==> config.mk <==
export PLATFORM = sky130hd
export DESIGN_NAME = tiff_stream_writer
export DESIGN_NICKNAME = d
export VERILOG_FILES = /design/src/hw/rtl/tsw_pkg.sv /design/src/hw/rtl/tsw_fifo.sv /design/src/hw/rtl/tsw_front.sv /design/src/hw/rtl/tsw_back.sv /design/src/hw/rtl/tiff_stream_writer.sv
export VERILOG_INCLUDE_DIRS = /design/src /design/src/hw/rtl
export SDC_FILE = /design/constraint.sdc
export NUM_CORES = 1
export LEC_CHECK = 0
export ABC_AREA = 1
export BUFFER_PORTS_ARGS = -buffer_cell sky130_fd_sc_hd__clkbuf_2
export CAP_MARGIN = 10
export CORE_UTILIZATION = 40
export CTS_CLUSTER_DIAMETER = 100
export DETAILED_ROUTE_END_ITERATION = 12
export MAX_ROUTING_LAYER = met4
export PLACE_DENSITY = 0.64
export SYNTH_ARGS = -nofsm -noshare
export SYNTH_HDL_FRONTEND = slang
export SYNTH_SLANG_ARGS = --single-unit
==> constraint.sdc <==
create_clock -name clk -period 11.4 [get_ports clk]
set_input_delay 0 -clock clk [delete_from_list [all_inputs] [get_ports clk]]
set_output_delay 0 -clock clk [all_outputs]
set_load 0.1 [all_outputs]
==> src/hw/rtl/tiff_stream_writer_assert.svh <==
// Assertion macros for the TIFF stream writer.
// Expects clk and arst_n in the scope of the module that uses them.
`ifndef TIFF_STREAM_WRITER_ASSERT_SVH
`define TIFF_STREAM_WRITER_ASSERT_SVH

// same-cycle implication
`define TSW_ASSERT_IMP(name, ante, cons) \
	name: assert property (@(posedge clk) disable iff (!arst_n) (ante) |-> (cons)) \
		else $error("tiff_stream_writer: assertion failed");

// next-cycle implication
`define TSW_ASSERT_NEXT(name, ante, cons) \
	name: assert property (@(posedge clk) disable iff (!arst_n) (ante) |=> (cons)) \
		else $error("tiff_stream_writer: assertion failed");

`endif

==> src/hw/rtl/tsw_pkg.sv <==
// Shared types, codes and constants of the TIFF stream writer.
// No dependencies.
package tsw_pkg;

	localparam int unsigned CMD_DEPTH_DEF = 4;
	localparam int unsigned OUT_DEPTH_DEF = 2;

	typedef enum logic [1:0] {
		OP_START  = 2'd0,
		OP_PIXEL  = 2'd1,
		OP_FINISH = 2'd2
	} op_t;

	typedef enum logic [1:0] {
		ST_OK       = 2'd0,
		ST_BAD_BITS = 2'd1,
		ST_COUNT    = 2'd2
	} status_t;

	typedef enum logic [2:0] {
		REG_WIDTH  = 3'd0,
		REG_HEIGHT = 3'd1,
		REG_BITS   = 3'd2,
		REG_DPI    = 3'd3,
		REG_PHOTO  = 3'd4
	} reg_idx_t;

	typedef enum logic [1:0] {
		CMD_HEADER = 2'd0,
		CMD_PIXEL  = 2'd1,
		CMD_DIR    = 2'd2,
		CMD_ERROR  = 2'd3
	} cmd_kind_t;

	typedef struct packed {
		logic [15:0] image_width;
		logic [15:0] image_height;
		logic [5:0]  sample_bits;
		logic [15:0] resolution_dpi;
		logic [15:0] photometric_code;
	} cfg_t;

	// data holds the pixel byte or the byte total latched at start
	typedef struct packed {
		cmd_kind_t   kind;
		logic [1:0]  status;
		logic [31:0] data;
	} cmd_t;

	typedef struct packed {
		logic [31:0] out_word;
		logic [2:0]  valid_bytes;
		logic [1:0]  status;
		logic        last;
	} res_t;

	localparam logic [31:0] HDR_WORD0      = 32'h002A_4949; // "II", 42
	localparam logic [31:0] HDR_BYTES      = 32'd8;
	localparam logic [31:0] DIR_BYTES      = 32'd178;
	localparam logic [31:0] RATIONAL_BYTES = 32'd8;

	localparam logic [2:0] VB_NONE  = 3'd0;
	localparam logic [2:0] VB_PIXEL = 3'd1;
	localparam logic [2:0] VB_TAIL  = 3'd2;
	localparam logic [2:0] VB_FULL  = 3'd4;

	localparam int unsigned TAG_COUNT = 13;
	localparam logic [5:0]  TAG_LAST_WORD = 6'd39;
	localparam logic [5:0]  DIR_LAST_WORD = 6'd44;

	localparam logic [15:0] TAG_ID [TAG_COUNT] = '{
		16'd254, 16'd256, 16'd257, 16'd258, 16'd259, 16'd262, 16'd273,
		16'd277, 16'd278, 16'd279, 16'd282, 16'd283, 16'd296
	};

	localparam logic [15:0] TAG_TYPE [TAG_COUNT] = '{
		16'd4, 16'd4, 16'd4, 16'd3, 16'd3, 16'd3, 16'd4,
		16'd3, 16'd4, 16'd4, 16'd5, 16'd5, 16'd3
	};

	function automatic logic bits_ok(input logic [5:0] sb);
		return (sb == 6'd8) || (sb == 6'd16) || (sb == 6'd32);
	endfunction

endpackage

==> src/hw/rtl/tsw_fifo.sv <==
// Small first-in first-out queue of registers, used for commands and results.
// No package dependencies. DEPTH must be a power of two, at least 2.
module tsw_fifo #(
	parameter int unsigned WIDTH = 8,
	parameter int unsigned DEPTH = 4
) (
	input  logic             clk,
	input  logic             arst_n,
	input  logic             push,
	output logic             full,
	input  logic [WIDTH-1:0] wdata,
	input  logic             pop,
	output logic             empty,
	output logic [WIDTH-1:0] rdata
);
	localparam int unsigned AW = $clog2(DEPTH);

	logic [WIDTH-1:0] mem_q [DEPTH];
	logic [AW:0]      wr_ptr_q;
	logic [AW:0]      rd_ptr_q;
	logic             do_push;
	logic             do_pop;

	assign full    = (wr_ptr_q[AW] != rd_ptr_q[AW]) && (wr_ptr_q[AW-1:0] == rd_ptr_q[AW-1:0]);
	assign empty   = (wr_ptr_q == rd_ptr_q);
	assign do_push = push && !full;
	assign do_pop  = pop && !empty;
	assign rdata   = mem_q[rd_ptr_q[AW-1:0]];

	always_ff @(posedge clk) begin
		if (do_push) begin
			mem_q[wr_ptr_q[AW-1:0]] <= wdata;
		end
	end

	always_ff @(posedge clk or negedge arst_n) begin
		if (!arst_n) begin
			wr_ptr_q <= '0;
			rd_ptr_q <= '0;
		end else begin
			if (do_push) begin
				wr_ptr_q <= wr_ptr_q + 1'b1;
			end
			if (do_pop) begin
				rd_ptr_q <= rd_ptr_q + 1'b1;
			end
		end
	end

endmodule

==> src/hw/rtl/tsw_front.sv <==
// Front end: accepts items, keeps the byte count and file state, classifies
// each item into a command for the back end. Depends on tsw_pkg.
module tsw_front
	import tsw_pkg::*;
(
	input  logic       clk,
	input  logic       arst_n,
	input  cfg_t       cfg,
	input  logic       push,
	output logic       full,
	input  logic [1:0] opcode,
	input  logic [7:0] pixel_byte,
	input  logic       cmd_full,
	output logic       cmd_push,
	output cmd_t       cmd
);
	logic [31:0] count_q;
	logic [31:0] total_q;
	logic        header_sent_q;
	logic        accept;
	logic        ok;
	logic [31:0] area;
	logic [31:0] total;
	logic [1:0]  fin_status;

	assign full   = cmd_full;
	assign accept = push && !cmd_full;
	assign ok     = bits_ok(cfg.sample_bits);
	assign area   = {16'd0, cfg.image_width} * {16'd0, cfg.image_height};

	// sample bits are 8, 16 or 32 whenever the total is used
	always_comb begin
		case (cfg.sample_bits)
			6'd16:   total = {area[30:0], 1'b0};
			6'd32:   total = {area[29:0], 2'b00};
			default: total = area;
		endcase
	end

	always_comb begin
		if (!ok) begin
			fin_status = ST_BAD_BITS;
		end else if (!header_sent_q || (count_q != total_q)) begin
			fin_status = ST_COUNT;
		end else begin
			fin_status = ST_OK;
		end
	end

	always_comb begin
		cmd_push = 1'b0;
		cmd      = '{kind: CMD_PIXEL, status: ST_OK, data: '0};
		case (op_t'(opcode))
			OP_START: begin
				cmd_push = accept;
				if (ok) begin
					cmd.kind = CMD_HEADER;
					cmd.data = total;
				end else begin
					cmd.kind   = CMD_ERROR;
					cmd.status = ST_BAD_BITS;
				end
			end
			OP_PIXEL: begin
				cmd_push = accept;
				cmd.data = {24'd0, pixel_byte};
			end
			OP_FINISH: begin
				cmd_push = accept;
				cmd.data = total_q;
				if (fin_status == ST_OK) begin
					cmd.kind = CMD_DIR;
				end else begin
					cmd.kind   = CMD_ERROR;
					cmd.status = fin_status;
				end
			end
			default: begin
				cmd_push = 1'b0;
			end
		endcase
	end

	always_ff @(posedge clk or negedge arst_n) begin
		if (!arst_n) begin
			count_q       <= '0;
			total_q       <= '0;
			header_sent_q <= 1'b0;
		end else if (accept) begin
			case (op_t'(opcode))
				OP_START: begin
					count_q       <= '0;
					header_sent_q <= ok;
					if (ok) begin
						total_q <= total;
					end
				end
				OP_PIXEL: begin
					count_q <= count_q + 32'd1;
				end
				OP_FINISH: begin
					count_q       <= '0;
					header_sent_q <= 1'b0;
				end
				default: begin
					count_q <= count_q;
				end
			endcase
		end
	end

endmodule

==> src/hw/rtl/tsw_back.sv <==
// Back end: turns commands into result beats, one per cycle unless stalled,
// walking header and directory layouts with a word sequencer. Needs tsw_pkg.
module tsw_back
	import tsw_pkg::*;
(
	input  logic clk,
	input  logic arst_n,
	input  cfg_t cfg,
	input  logic cmd_empty,
	output logic cmd_pop,
	input  cmd_t cmd,
	input  logic out_full,
	output logic out_push,
	output res_t res
);
	localparam logic [3:0] TAG_LAST = 4'(TAG_COUNT - 1);

	logic        busy_q;
	cmd_kind_t   kind_q;
	logic [31:0] total_q;
	logic [5:0]  word_q;
	logic [1:0]  phase_q;
	logic [3:0]  tag_q;

	cmd_kind_t   cur_kind;
	logic [31:0] cur_total;
	logic [5:0]  cur_word;
	logic [1:0]  cur_phase;
	logic [3:0]  cur_tag;
	logic [31:0] dir_off;
	logic [31:0] xres_off;
	logic [31:0] yres_off;
	logic [31:0] tag_val;
	logic [15:0] next_id;
	logic [31:0] tag_word;
	logic [31:0] dir_word;

	assign cur_kind  = busy_q ? kind_q  : cmd.kind;
	assign cur_total = busy_q ? total_q : cmd.data;
	assign cur_word  = busy_q ? word_q  : '0;
	assign cur_phase = busy_q ? phase_q : '0;
	assign cur_tag   = busy_q ? tag_q   : '0;

	assign cmd_pop  = !busy_q && !cmd_empty && !out_full;
	assign out_push = !out_full && (busy_q || !cmd_empty);

	assign dir_off  = cur_total + HDR_BYTES;
	assign xres_off = dir_off + DIR_BYTES;
	assign yres_off = xres_off + RATIONAL_BYTES;

	// value field of each directory entry, in tag order
	always_comb begin
		case (cur_tag)
			4'd1:    tag_val = {16'd0, cfg.image_width};
			4'd2:    tag_val = {16'd0, cfg.image_height};
			4'd3:    tag_val = {26'd0, cfg.sample_bits};
			4'd4:    tag_val = 32'd1;                 // no compression
			4'd5:    tag_val = {16'd0, cfg.photometric_code};
			4'd6:    tag_val = HDR_BYTES;             // strip offset
			4'd7:    tag_val = 32'd1;                 // samples per pixel
			4'd8:    tag_val = {16'd0, cfg.image_height};
			4'd9:    tag_val = cur_total;
			4'd10:   tag_val = xres_off;
			4'd11:   tag_val = yres_off;
			4'd12:   tag_val = 32'd2;                 // resolution unit: inch
			default: tag_val = '0;
		endcase
	end

	assign next_id = (cur_tag == TAG_LAST) ? 16'd0 : TAG_ID[4'(cur_tag + 4'd1)];

	// entries start at byte 2, so each 12-byte entry spans three words
	// offset by a half word
	always_comb begin
		case (cur_phase)
			2'd0:    tag_word = {16'd1, TAG_TYPE[cur_tag]};
			2'd1:    tag_word = {tag_val[15:0], 16'd0};
			default: tag_word = {next_id, tag_val[31:16]};
		endcase
	end

	always_comb begin
		if (cur_word == '0) begin
			dir_word = {TAG_ID[0], 16'(TAG_COUNT)};
		end else if (cur_word <= TAG_LAST_WORD) begin
			dir_word = tag_word;
		end else begin
			// next pointer high half, then the two dpi/1 rationals
			case (cur_word)
				6'd40:   dir_word = {cfg.resolution_dpi, 16'd0};
				6'd41:   dir_word = {16'd1, 16'd0};
				6'd42:   dir_word = {cfg.resolution_dpi, 16'd0};
				6'd43:   dir_word = {16'd1, 16'd0};
				default: dir_word = '0;
			endcase
		end
	end

	always_comb begin
		res = '{out_word: '0, valid_bytes: VB_NONE, status: ST_OK, last: 1'b1};
		case (cur_kind)
			CMD_HEADER: begin
				res.out_word    = (cur_word == '0) ? HDR_WORD0 : dir_off;
				res.valid_bytes = VB_FULL;
				res.last        = (cur_word != '0);
			end
			CMD_PIXEL: begin
				res.out_word    = {24'd0, cmd.data[7:0]};
				res.valid_bytes = VB_PIXEL;
			end
			CMD_DIR: begin
				res.out_word    = dir_word;
				res.last        = (cur_word == DIR_LAST_WORD);
				res.valid_bytes = res.last ? VB_TAIL : VB_FULL;
			end
			default: begin
				res.status = cmd.status;
			end
		endcase
	end

	always_ff @(posedge clk) begin
		if (out_push && !busy_q) begin
			kind_q  <= cur_kind;
			total_q <= cur_total;
		end
	end

	always_ff @(posedge clk or negedge arst_n) begin
		if (!arst_n) begin
			busy_q  <= 1'b0;
			word_q  <= '0;
			phase_q <= '0;
			tag_q   <= '0;
		end else if (out_push) begin
			busy_q <= !res.last;
			word_q <= cur_word + 6'd1;
			if (cur_word == '0) begin
				phase_q <= '0;
				tag_q   <= '0;
			end else if (cur_phase == 2'd2) begin
				phase_q <= '0;
				tag_q   <= cur_tag + 4'd1;
			end else begin
				phase_q <= cur_phase + 2'd1;
			end
		end
	end

endmodule

==> src/hw/rtl/tiff_stream_writer.sv <==
// Little-endian single-strip TIFF stream writer. Items enter through a
// push/full port, results leave through an empty/pop port as 32-bit words
// with a valid-byte count. Pixel bytes flow at one per clock while the
// result queue has room; a legal start item holds the back-end word sequencer
// for two header words, a passing finish item for 45 directory words (one word per
// cycle unless stalled), while up to CMD_DEPTH more items queue. Results
// pass the command queue, then the result queue. The user writes registers
// via cfg_we/cfg_index/cfg_data only while no item is in flight; the block
// does not enforce this. Depends on tsw_pkg, tsw_front, tsw_back, tsw_fifo.
module tiff_stream_writer
	import tsw_pkg::*;
#(
	parameter int unsigned CMD_DEPTH = CMD_DEPTH_DEF,
	parameter int unsigned OUT_DEPTH = OUT_DEPTH_DEF
) (
	input  logic        clk,
	input  logic        arst_n,
	input  logic        cfg_we,
	input  logic [2:0]  cfg_index,
	input  logic [15:0] cfg_data,
	input  logic        push,
	output logic        full,
	input  logic [1:0]  opcode,
	input  logic [7:0]  pixel_byte,
	output logic        empty,
	input  logic        pop,
	output logic [31:0] out_word,
	output logic [2:0]  valid_bytes,
	output logic [1:0]  status,
	output logic        last
);
	`include "tiff_stream_writer_assert.svh"

	cfg_t cfg_q;
	logic cmd_push;
	logic cmd_full;
	logic cmd_pop;
	logic cmd_empty;
	cmd_t cmd_in;
	cmd_t cmd_out;
	logic out_push;
	logic out_full;
	res_t res_in;
	res_t res_out;

	always_ff @(posedge clk or negedge arst_n) begin
		if (!arst_n) begin
			cfg_q.image_width      <= 16'd1;
			cfg_q.image_height     <= 16'd1;
			cfg_q.sample_bits      <= 6'd8;
			cfg_q.resolution_dpi   <= 16'd72;
			cfg_q.photometric_code <= 16'd1;
		end else if (cfg_we) begin
			case (reg_idx_t'(cfg_index))
				REG_WIDTH:  cfg_q.image_width      <= cfg_data;
				REG_HEIGHT: cfg_q.image_height     <= cfg_data;
				REG_BITS:   cfg_q.sample_bits      <= cfg_data[5:0];
				REG_DPI:    cfg_q.resolution_dpi   <= cfg_data;
				REG_PHOTO:  cfg_q.photometric_code <= cfg_data;
				default:    cfg_q <= cfg_q;
			endcase
		end
	end

	tsw_front u_front (
		.clk        (clk),
		.arst_n     (arst_n),
		.cfg        (cfg_q),
		.push       (push),
		.full       (full),
		.opcode     (opcode),
		.pixel_byte (pixel_byte),
		.cmd_full   (cmd_full),
		.cmd_push   (cmd_push),
		.cmd        (cmd_in)
	);

	tsw_fifo #(
		.WIDTH ($bits(cmd_t)),
		.DEPTH (CMD_DEPTH)
	) u_cmd_fifo (
		.clk    (clk),
		.arst_n (arst_n),
		.push   (cmd_push),
		.full   (cmd_full),
		.wdata  (cmd_in),
		.pop    (cmd_pop),
		.empty  (cmd_empty),
		.rdata  (cmd_out)
	);

	tsw_back u_back (
		.clk       (clk),
		.arst_n    (arst_n),
		.cfg       (cfg_q),
		.cmd_empty (cmd_empty),
		.cmd_pop   (cmd_pop),
		.cmd       (cmd_out),
		.out_full  (out_full),
		.out_push  (out_push),
		.res       (res_in)
	);

	tsw_fifo #(
		.WIDTH ($bits(res_t)),
		.DEPTH (OUT_DEPTH)
	) u_out_fifo (
		.clk    (clk),
		.arst_n (arst_n),
		.push   (out_push),
		.full   (out_full),
		.wdata  (res_in),
		.pop    (pop),
		.empty  (empty),
		.rdata  (res_out)
	);

	assign out_word    = res_out.out_word;
	assign valid_bytes = res_out.valid_bytes;
	assign status      = res_out.status;
	assign last        = res_out.last;

	`TSW_ASSERT_IMP(a_out_no_overflow, out_push, !out_full)
	`TSW_ASSERT_NEXT(a_out_beat_held, out_push, !empty)
	`TSW_ASSERT_IMP(a_error_beat_form, !empty && status != ST_OK, valid_bytes == VB_NONE && last)
	`TSW_ASSERT_IMP(a_tail_is_last, !empty && valid_bytes == VB_TAIL, last)

endmodule

After elaboration in Yosys (flattened, before gate mapping)
Memory sizes are Yosys's and may differ from the RTL's.
Cells that the tools add are included.
{ "totals": {"register_bits": 192, "mem_bits_rw": 220, "rom_bits": 512, "inputBits": 34, "out_inout_bits": 40, "elab_cells": 165, "mem_count": 4} }
{ "mem_list": {"columns": ["memory", "words", "width", "read_ports", "rd_clocked_by_memory_dff", "wr", "line", "text"], "rows": [
  ["(name not given)", 16, 16, 1, 0, 0, "tsw_back.sv:70", "assign next_id = (cur_tag == TAG_LAST) ? 16'd0 : TAG_ID[4'(cur_tag + 4'd1)];"],
  ["(name not given)", 16, 16, 1, 0, 0, "tsw_back.sv:76", "2'd0: tag_word = {16'd1, TAG_TYPE[cur_tag]};"],
  ["u_cmd_fifo.mem_q", 4, 36, 1, 0, 1, "tsw_fifo.sv:18", "logic [WIDTH-1:0] mem_q [DEPTH];"],
  ["u_out_fifo.mem_q", 2, 38, 1, 0, 1, "tsw_fifo.sv:18", null]
]} }
{ "op_classes": {"n_addsub": 11, "multipliers": 1, "order_cmp": 3, "eq_ne": 37, "mux": 41, "n_bitwise": 2, "n_reduce_logical": 48} }
{ "ops": {"columns": ["op", "count"], "rows": [
  ["$pmux W32 S10", 1],
  ["$pmux W32 S2", 4],
  ["$mux W32", 5],
  ["$pmux W35 S3", 1],
  ["$pmux W32 S3", 1],
  ["$mux W16", 5],
  ["$add A32 B4 Y32 const B", 2],
  ["$eq A6 B6 Y1 const B", 6],
  ["$add A32 B1 Y32 const B", 1],
  ["$add A32 B8 Y32 const B", 1],
  ["$mul A16 B16 Y32", 1],
  ["$ne A32 B32 Y1", 1],
  ["$eq A4 B4 Y1 const B", 5],
  ["$mux W2", 9],
  ["$eq A4 B3 Y1 const B", 4],
  ["$reduce_and A2 Y1", 8],
  ["$mux W4", 3],
  ["$logic_and A1 B1 Y1", 11],
  ["$ge A5 B5 Y1 const B", 2],
  ["$not A4 Y5", 2],
  ["$reduce_or A2 Y1", 5],
  ["$eq A4 B2 Y1 const B", 2],
  ["$logic_not A2 Y1", 4],
  ["$pmux W4 S2", 1],
  ["other kinds (29)", 58]
]} }

Longest topological paths before layout
Gate-level depths: netlist (run 1).
{ "logic_depth": {"ltp_word": 11, "depth_mapped": 36, "ltp_nobuf": 34} }

Cells and area by module
From an unflattened synthesis (run 1), not the netlist that was laid out.
{ "hier_totals": {"hier_cells": 4304, "area_unflattened_um2": 33034.2} }
{ "by_module_without_submodules": {"columns": ["module", "n_inst", "cells_per_inst", "area_per_inst_um2", "seq_area_each_um2"], "rows": [
  ["tsw_front", 1, 2013, 13870.8, 1626.6],
  ["tsw_back", 1, 1331, 7503.4, 1346.3],
  ["tsw_fifo at u_cmd_fifo", 1, 407, 5764.3, 4474.3],
  ["tsw_fifo at u_out_fifo", 1, 240, 3041.7, 2382.3],
  ["tiff_stream_writer", 1, 313, 2854.0, 1759.2]
]} }

Worst setup path before layout (run 1)
OpenSTA, ideal clock, no wires.
{ "synth_timing": {"kind": "reg-to-reg", "startpoint": "register cfg_q[41] (netlist bit)", "endpoint": "memory u_cmd_fifo.mem_q[0][29] (netlist bit) (data pin)", "setup_time_ns": 0.286, "arrival_time_ns": 6.307, "setup_slack_ns": 4.807, "path_stages_with_launch": 27, "period_less_slack_ns": 6.593, "path_cell_list": "dfrtp_1 clkbuf_1 buf_1 nand2_1 fa_1 fa_1 fa_1 fa_1 inv_1 fa_1 inv_1 fa_1 inv_1 ha_1 a21oi_1 o21ai_0 a21boi_0 o21ai_0 a21boi_0 o21ai_0 a21oi_1 o21ai_0 xor2_1 nand2_1 nand3_1 nand2_1 o21ai_0"} }
{ "synth_rtl": {"columns": ["element", "line", "text"], "rows": [
  ["start: declaration", "tiff_stream_writer.sv:34", "cfg_t cfg_q;"],
  ["start signal: assignment", "tiff_stream_writer.sv:60", "default: cfg_q <= cfg_q;"],
  ["end: declaration", "tsw_fifo.sv:18", null]
]} }

==> results of run 1 <==
[cell families (layout without fill, tap and decap cells)]
kind of cell | Yosys count | in the layout
compound gates | 486 | 486
other cells | 0 | 1
simple gates | 1830 | 1830
fa+ha+maj | 318 | 318
buf+inv | 858 | 906
xor+xnor | 65 | 65
flops | 412 | 412
[sequential cells by signal (all words and copies together), names as in the netlist]
signal / flops
u_cmd_fifo.mem_q: 144
u_out_fifo.mem_q: 76
cfg_q: 70
u_back.total_q: 32
u_front.count_q: 32
u_front.total_q: 32
u_back.word_q: 6
u_back.tag_q: 4
u_cmd_fifo.rd_ptr_q: 3
u_cmd_fifo.wr_ptr_q: 3
u_back.kind_q: 2
u_back.phase_q: 2
u_out_fifo.rd_ptr_q: 2
u_out_fifo.wr_ptr_q: 2
u_back.busy_q: 1
u_front.header_sent_q: 1
[stage by stage]
| step | area [um2] | worst slack, ps | instances | hold slack (ps) | utilization, % |
|---|---|---|---|---|---|
| 2_1_floorplan | 31900 | 4810 | 3969 | -296 | - |
| 3_3_place_gp | 33100 | 4270 | 4959 | 157 | 42.0 |
| 3_5_place_dp | 33100 | 4030 | 4959 | 163 | 42.0 |
| 4_1_cts | 34900 | 4010 | 5067 | 3.73 | 44.2 |
| 5_1_grt | 34900 | 3380 | 5067 | 33.7 | 44.2 |
| 6_report | 34900 | 3950 | 5068 | 42.8 | 44.2 |
[synthesized netlist by cell type, drive strengths merged (9+ instances only)]
cell type  instances  area [um2]
buf               44         279
nand4             50         319
o2111ai           13         114
nor2             252        1220
nor4               9        62.6
nor3              33         208
nand2           1234        4830
a21oi             86         434
inv              693        2600
nand3            220        1210
or2               25         156
o211ai            15         113
xor2              40         350
xnor2             25         219
a22oi             15         113
o21ai            243        1230
dfrtp            152        3800
o221ai            21         184
fa               194        3880
a221oi            12         105
edfxtp           254        7630
o22ai             34         213
clkbuf           117         439
ha               124        1550
[worst max path at each step]
stage / startpoint / slack [ps] / endpoint / cells past startpoint
final: cfg_q[62] / 3950 / u_cmd_fifo.mem_q[2][28] / 24
after global routing: cfg_q[62] / 3380 / u_cmd_fifo.mem_q[3][28] / 24
after CTS: cfg_q[62] / 4010 / u_cmd_fifo.mem_q[1][29] / 24
after detailed placement: cfg_q[62] / 4030 / u_cmd_fifo.mem_q[1][29] / 24
after global placement: cfg_q[62] / 4270 / u_cmd_fifo.mem_q[0][28] / 24
after floorplan: cfg_q[41] / 4810 / u_cmd_fifo.mem_q[0][29] / 26
[critical path, stage by stage, from the launching register on]
cell and delay (ps):
dfrtp_1 860, nand2_1 170, fa_1 590, fa_1 430, fa_1 530, fa_1 500, inv_1 50, fa_1 520
inv_1 60, fa_1 530, inv_1 40, ha_1 340, nand2_1 70, o21ai_0 330, a21boi_0 270, o21ai_0 330
a21boi_0 190, o21ai_0 290, a21oi_1 150, o21ai_0 210, xor2_1 290, nand2_1 90, nand3_1 100, nand2_1 50
o21ai_0 200
[layout make-up]
cell class | count | share of cell area, %
clock inverter | 20 | 0.828
tap | 1050 | 3.76
clock buffer | 63 | 3.57
sequential | 412 | 33.2
inverter | 697 | 7.50
antenna | 1 | 0.00717
multi-input combinational | 2699 | 48.7
timing repair buffer | 126 | 2.38
[per-layer routing]
| layer | vias up | routed length (um) | track usage [%] |
|---|---|---|---|
| li1 | 12600 | - | - |
| met1 | 12600 | 39100 | 30.2 |
| met2 | 762 | 44100 | 38.4 |
| met3 | 160 | 4930 | 2.83 |
| met4 | 0 | 3350 | 7.85 |
| met5 | - | 0 | - |
==> key figures, run 1 <==
Placed design
  – Hpwl dp: 68700 um
  – Port Buf Inserts: 73
  – GPL Wtd Cong: 0.990

CTS
  – CTS H-tree depth: 2
  – Clk_lat worst skew: 610 ps
  – Setup Buffers After CTS: 0
  – CTS Hold Bufs: 25
  – Clock tree sinks: 412
  – Clock Path Buffers: 3
  – Clock transition at path regs: 60 ps
  – Root Buffer Master: clkbuf_16
  – Total CTS buffers: 45
  – Cts repair resizes: 0
  – TritonCTS clock tree: built

Worst setup path
  – Worst-path maximum fanout: 18
  – Reg2Reg Setup Slack: 3950 ps
  – Startpoint types: register
  – Critical path endpoint category: register
  – Worst R2R Start: cfg_q[62]
  – Worst Path Required: 11750 ps
  – Worst EP arrival: 7800 ps
  – Critical path type: register to register
  – Register-to-Register Path Depth: 24
  – RR Endpoint: u_cmd_fifo.mem_q[2][28]

Finish
  – Share of layout cells above drive strength 1: 10.1%
  – Filler Cell Count: 7910
  – Multi-input logic area: 17000 um2
  – Commonest non-fill, non-tap cell in the layout: nand2_1
  – Sequential cell area: 11600 um2
  – Synth-to-layout area growth: 9.53%
  – Commonest non-fill, non-tap cells in the layout: nand2_1 (1168), inv_1 (659), edfxtp_1 (254)
  – Final #Nets: 4333

Min path
  – WHS Path Cells: 3
  – Hold Crit Endpoint: cfg_q[33]
  – Hold crit path type: input port to register
  – Source of the worst hold timing path: cfg_index[1]

Synthesis
  – Dominant synthesized flop cell: edfxtp_1
  – Post-synthesis compound-gate area fraction: 9.01%
  – Netlist cell types: 64
  – Synthesized-area fraction occupied by adder cells: 17.1%
  – Sequential element share of the synthesized area: 36.4%
  – Synth Instances: 3969
  – Async SR Flop Fraction: 38.3%
  – Mux cell area share after synthesis: 0%
  – Post-Syn Area: 31900 um2
  – Seq cells post-synth: 412
  – Combinational family with the most area after synthesis: simple AND/OR/NAND/NOR gates
  – Yosys warning total: 0
  – Post-Synth Simple-Gate Area: 25.3%
  – XOR/XNOR Fraction of Synth Area: 1.79%
  – Post-Syn Nets: 4321
  – Syn avg cell area: 8.03 um2
  – EDFF count, synth: 254

GRT
  – Largest net degree at the start of global routing: 89
  – Grt ovf: 0
  – GR Util All Layers: 23.5%
  – First-pass GRT wire length: 144000 um
  – Initial antenna violation count: 0
  – Number of global-route vias before repair: 25400

Routing
  – Vias: 26200
  – Initial DRC Count: 2354
  – Drt total wl: 91500 um
  – Drt first pass iters: 6
  – Vias per std cell: 5.17
  – # DRC: 0
  – Antenna viol nets, final: 0
  – Routed wire per std cell: 18.1 um

Floorplanning
  – I/O Pins: 74
  – Core area: 78900 um2
  – Die Y: 284 um
  – Initial Util: 40.4%
  – Die Footprint: 80800 um2
  – Die width: 284 um
  – Placement Rows: 103

Timing
  – Worst clock skew: 41.1 ps
  – Worst slew margin: 24.4%
  – Min Tclk post-route: 7450 ps
  – Least-Margin Pin Slew: 1130 ps
  – Fmax: 134 MHz
  – Fin. Hold Viols: 0
  – Setup violators final: 0
  – Final Cycle Share: 65.3%
  – RSZ-0062 raised after global routing: no
  – Final TNS setup: 0 ps
  – Final Max Tran Viols: 0

Outcome
  – Outcome: completed

Run
  – Max_cap viols: 0
Power of run 1 is left out: the tool's default activity adds up to more than one toggle a clock period on the data nets, which glitch-free logic cannot reach.
==> run 2: changes to the inputs <==
--- a/config.mk
+++ b/config.mk
@@ -13,7 +13,7 @@
 export CTS_CLUSTER_DIAMETER = 100
 export DETAILED_ROUTE_END_ITERATION = 12
 export MAX_ROUTING_LAYER = met4
-export PLACE_DENSITY = 0.64
+export PLACE_DENSITY = 0.66
 export SYNTH_ARGS = -nofsm -noshare
 export SYNTH_HDL_FRONTEND = slang
 export SYNTH_SLANG_ARGS = --single-unit
==> constraint.sdc (replaced) <==
create_clock -name clk -period 6.8 [get_ports clk]
set_input_delay 0 -clock clk [delete_from_list [all_inputs] [get_ports clk]]
set_output_delay 0 -clock clk [all_outputs]
set_load 0.1 [all_outputs]
==> run 2 against run 1 <==
  * Final cell count rose by 1.3%
  * Critical endpoint is now u_cmd_fifo.mem_q[2][20]
  * Largest cell class unchanged
  * Design area grew 1.2%
  * Setup slack worse by 3700 ps
  * Sequential share of layout area shrank 0.37 points
  * Non-clock buffer count grew 63
  * Flip-flop and latch count unchanged
  * Utilization increased by 0.54 points
  * Hold slack worse by 4.2 ps
  * Critical path type unchanged
  * Via count is 2.3% higher
==> key figures, run 2 (synthesis results as in run 1) <==
Worst setup path
  – Critical path's top delay family: adder cells
  – Cell with the largest stage delay on the worst path: dfstp_2
  – Worst Path Required: 7010 ps
  – Worst path max stage delay: 630 ps
  – Critical path type: register to register
  – Worst EP arrival: 6710 ps
  – Reg2Reg Setup Slack: 300 ps
  – Crit path buf inv count: 4
  – Startpoint types: register
  – Critical path endpoint category: register
  – CP cell instances: nand2_1, fa_1, fa_1, inv_1, fa_1, fa_1, fa_1, inv_1, fa_1, inv_1, ha_1, nand2_1, inv_1, nand3_1, nor3_1, a21oi_1, xnor2_1, nand2_1, o221ai_1, nand2_1, o21ai_0
  – Worst-path maximum fanout: 7
  – Top cell by count, worst path: fa_1

CTS
  – TritonCTS clock tree: built
  – Clock transition at path regs: 60 ps
  – Clock Path Buffers: 3
  – Clk_lat worst skew: 610 ps
  – Clock tree sinks: 412
  – CTS H-tree depth: 2
  – Root Buffer Master: clkbuf_16
  – Total CTS buffers: 45

Run
  – Max_cap viols: 0

Floorplanning
  – Core area: 78900 um2
  – Die Y: 284 um
  – Initial Util: 40.4%
  – Placement Rows: 103
  – Die width: 284 um
  – Die Footprint: 80800 um2
  – I/O Pins: 74

Min path
  – Hold crit path type: input port to register

Finish
  – Final #Nets: 4396
  – Synth-to-layout area growth: 10.9%
  – Commonest non-fill, non-tap cells in the layout: nand2_1 (1168), inv_1 (659), edfxtp_1 (254)
  – Fin util: 44.8%
  – Number of flip-flops in the largest register: 144
  – Share of layout cells above drive strength 1: 11.8%
  – Filler Cell Count: 7871
  – Sequential cell area: 11600 um2
  – Commonest non-fill, non-tap cell in the layout: nand2_1
  – Multi-input logic area: 17000 um2

Placed design
  – GPL Wtd Cong: 0.988
  – Port Buf Inserts: 73
  – Hpwl dp: 70400 um

Routing
  – Vias: 26800
  – # DRC: 0
  – Vias per std cell: 5.22
  – Routed wire per std cell: 17.8 um
  – Drt total wl: 91300 um
  – Antenna viol nets, final: 0
  – Drt first pass iters: 5
  – Initial DRC Count: 2384

GRT
  – Largest net degree at the start of global routing: 69
  – Initial antenna violation count: 1
  – Grt met2 use: 37.6%
  – Met1 Track Usage GR: 30.3%
  – First-pass GRT wire length: 144000 um
  – GR Util All Layers: 23.4%
  – Met3 Resource Use GR: 2.87%
  – Grt peak-use layer: met2
  – Number of global-route vias before repair: 25500
  – Grt ovf: 0

Timing
  – Fin. Hold Viols: 0
  – Fmax: 154 MHz
  – Setup violators final: 0
  – Least-Margin Pin Slew: 1120 ps
  – Worst clock skew: 38.1 ps
  – Final Cycle Share: 95.7%
  – Worst slew margin: 25.0%
  – Final Max Tran Viols: 0
  – Min Tclk post-route: 6500 ps

Outcome
  – Outcome: completed
## run 2: final cells by class
class                           count  area share, %
Sequential cell                   412           32.8
Multi-Input combinational cell   2699           48.2
Tap cell                         1050           3.72
Antenna cell                        1        0.00708
Clock buffer                       59           3.42
Timing Repair Buffer              189           3.72
Clock inverter                     25          0.641
Inverter                          697           7.41
## run 2: what timing repair did
item,in CTS,in global routing
gates resized for setup,4,20
buffers inserted,0,0
setup endpoints to repair,16,52
hold buffers,29,0
endpoints found under the hold margin,155,0
pin swaps,0,1
## run 2: routing by layer
layer | part of all wire [%] | up-vias | wire length (um)
met3 | 6.0 | 169 | 5460
met4 | 3.7 | 0 | 3360
met2 | 48 | 872 | 43900
li1 | - | 12800 | -
met1 | 42 | 13000 | 38600
met5 | 0 | - | 0
## run 2: tightest hold or removal path, delay by kind of cell
| kind | cells | cell delay, ps |
|---|---|---|
| AOI/OAI and AO/OA | 1 | 260 |
| and+or+nand+nor | 1 | 90 |
| buffers and inverters | 1 | 90 |
## run 2: final timing paths
kind,start,to,cells after the start
worst max-delay path,cfg_q[54],u_cmd_fifo.mem_q[2][20],21
worst min-delay path,pixel_byte[2],u_cmd_fifo.mem_q[1][2],3
worst max register to register,cfg_q[54],u_cmd_fifo.mem_q[2][20],21
worst min register to register,u_back.word_q[1],u_back.word_q[1],2
max in group asynchronous,arst_n,cfg_q[60],5
min in group asynchronous,arst_n,u_front.count_q[4],3
## run 2: through the flow
step | hold slack, ps | instances | area (um2) | setup slack (ps) | TNS, ps
detailed placement | 12.7 | 5018 | 33600 | -98.8 | -662
CTS | 8.03 | 5131 | 35300 | 45.4 | 0
floorplan | -296 | 3969 | 31900 | 207 | 0
finish | 38.7 | 5132 | 35300 | 295 | 0
global placement | 12.8 | 5018 | 33600 | 94.1 | 0
global route | 22.4 | 5132 | 35300 | -2.32 | -16.7
Power of run 2 is left out for the same reason.
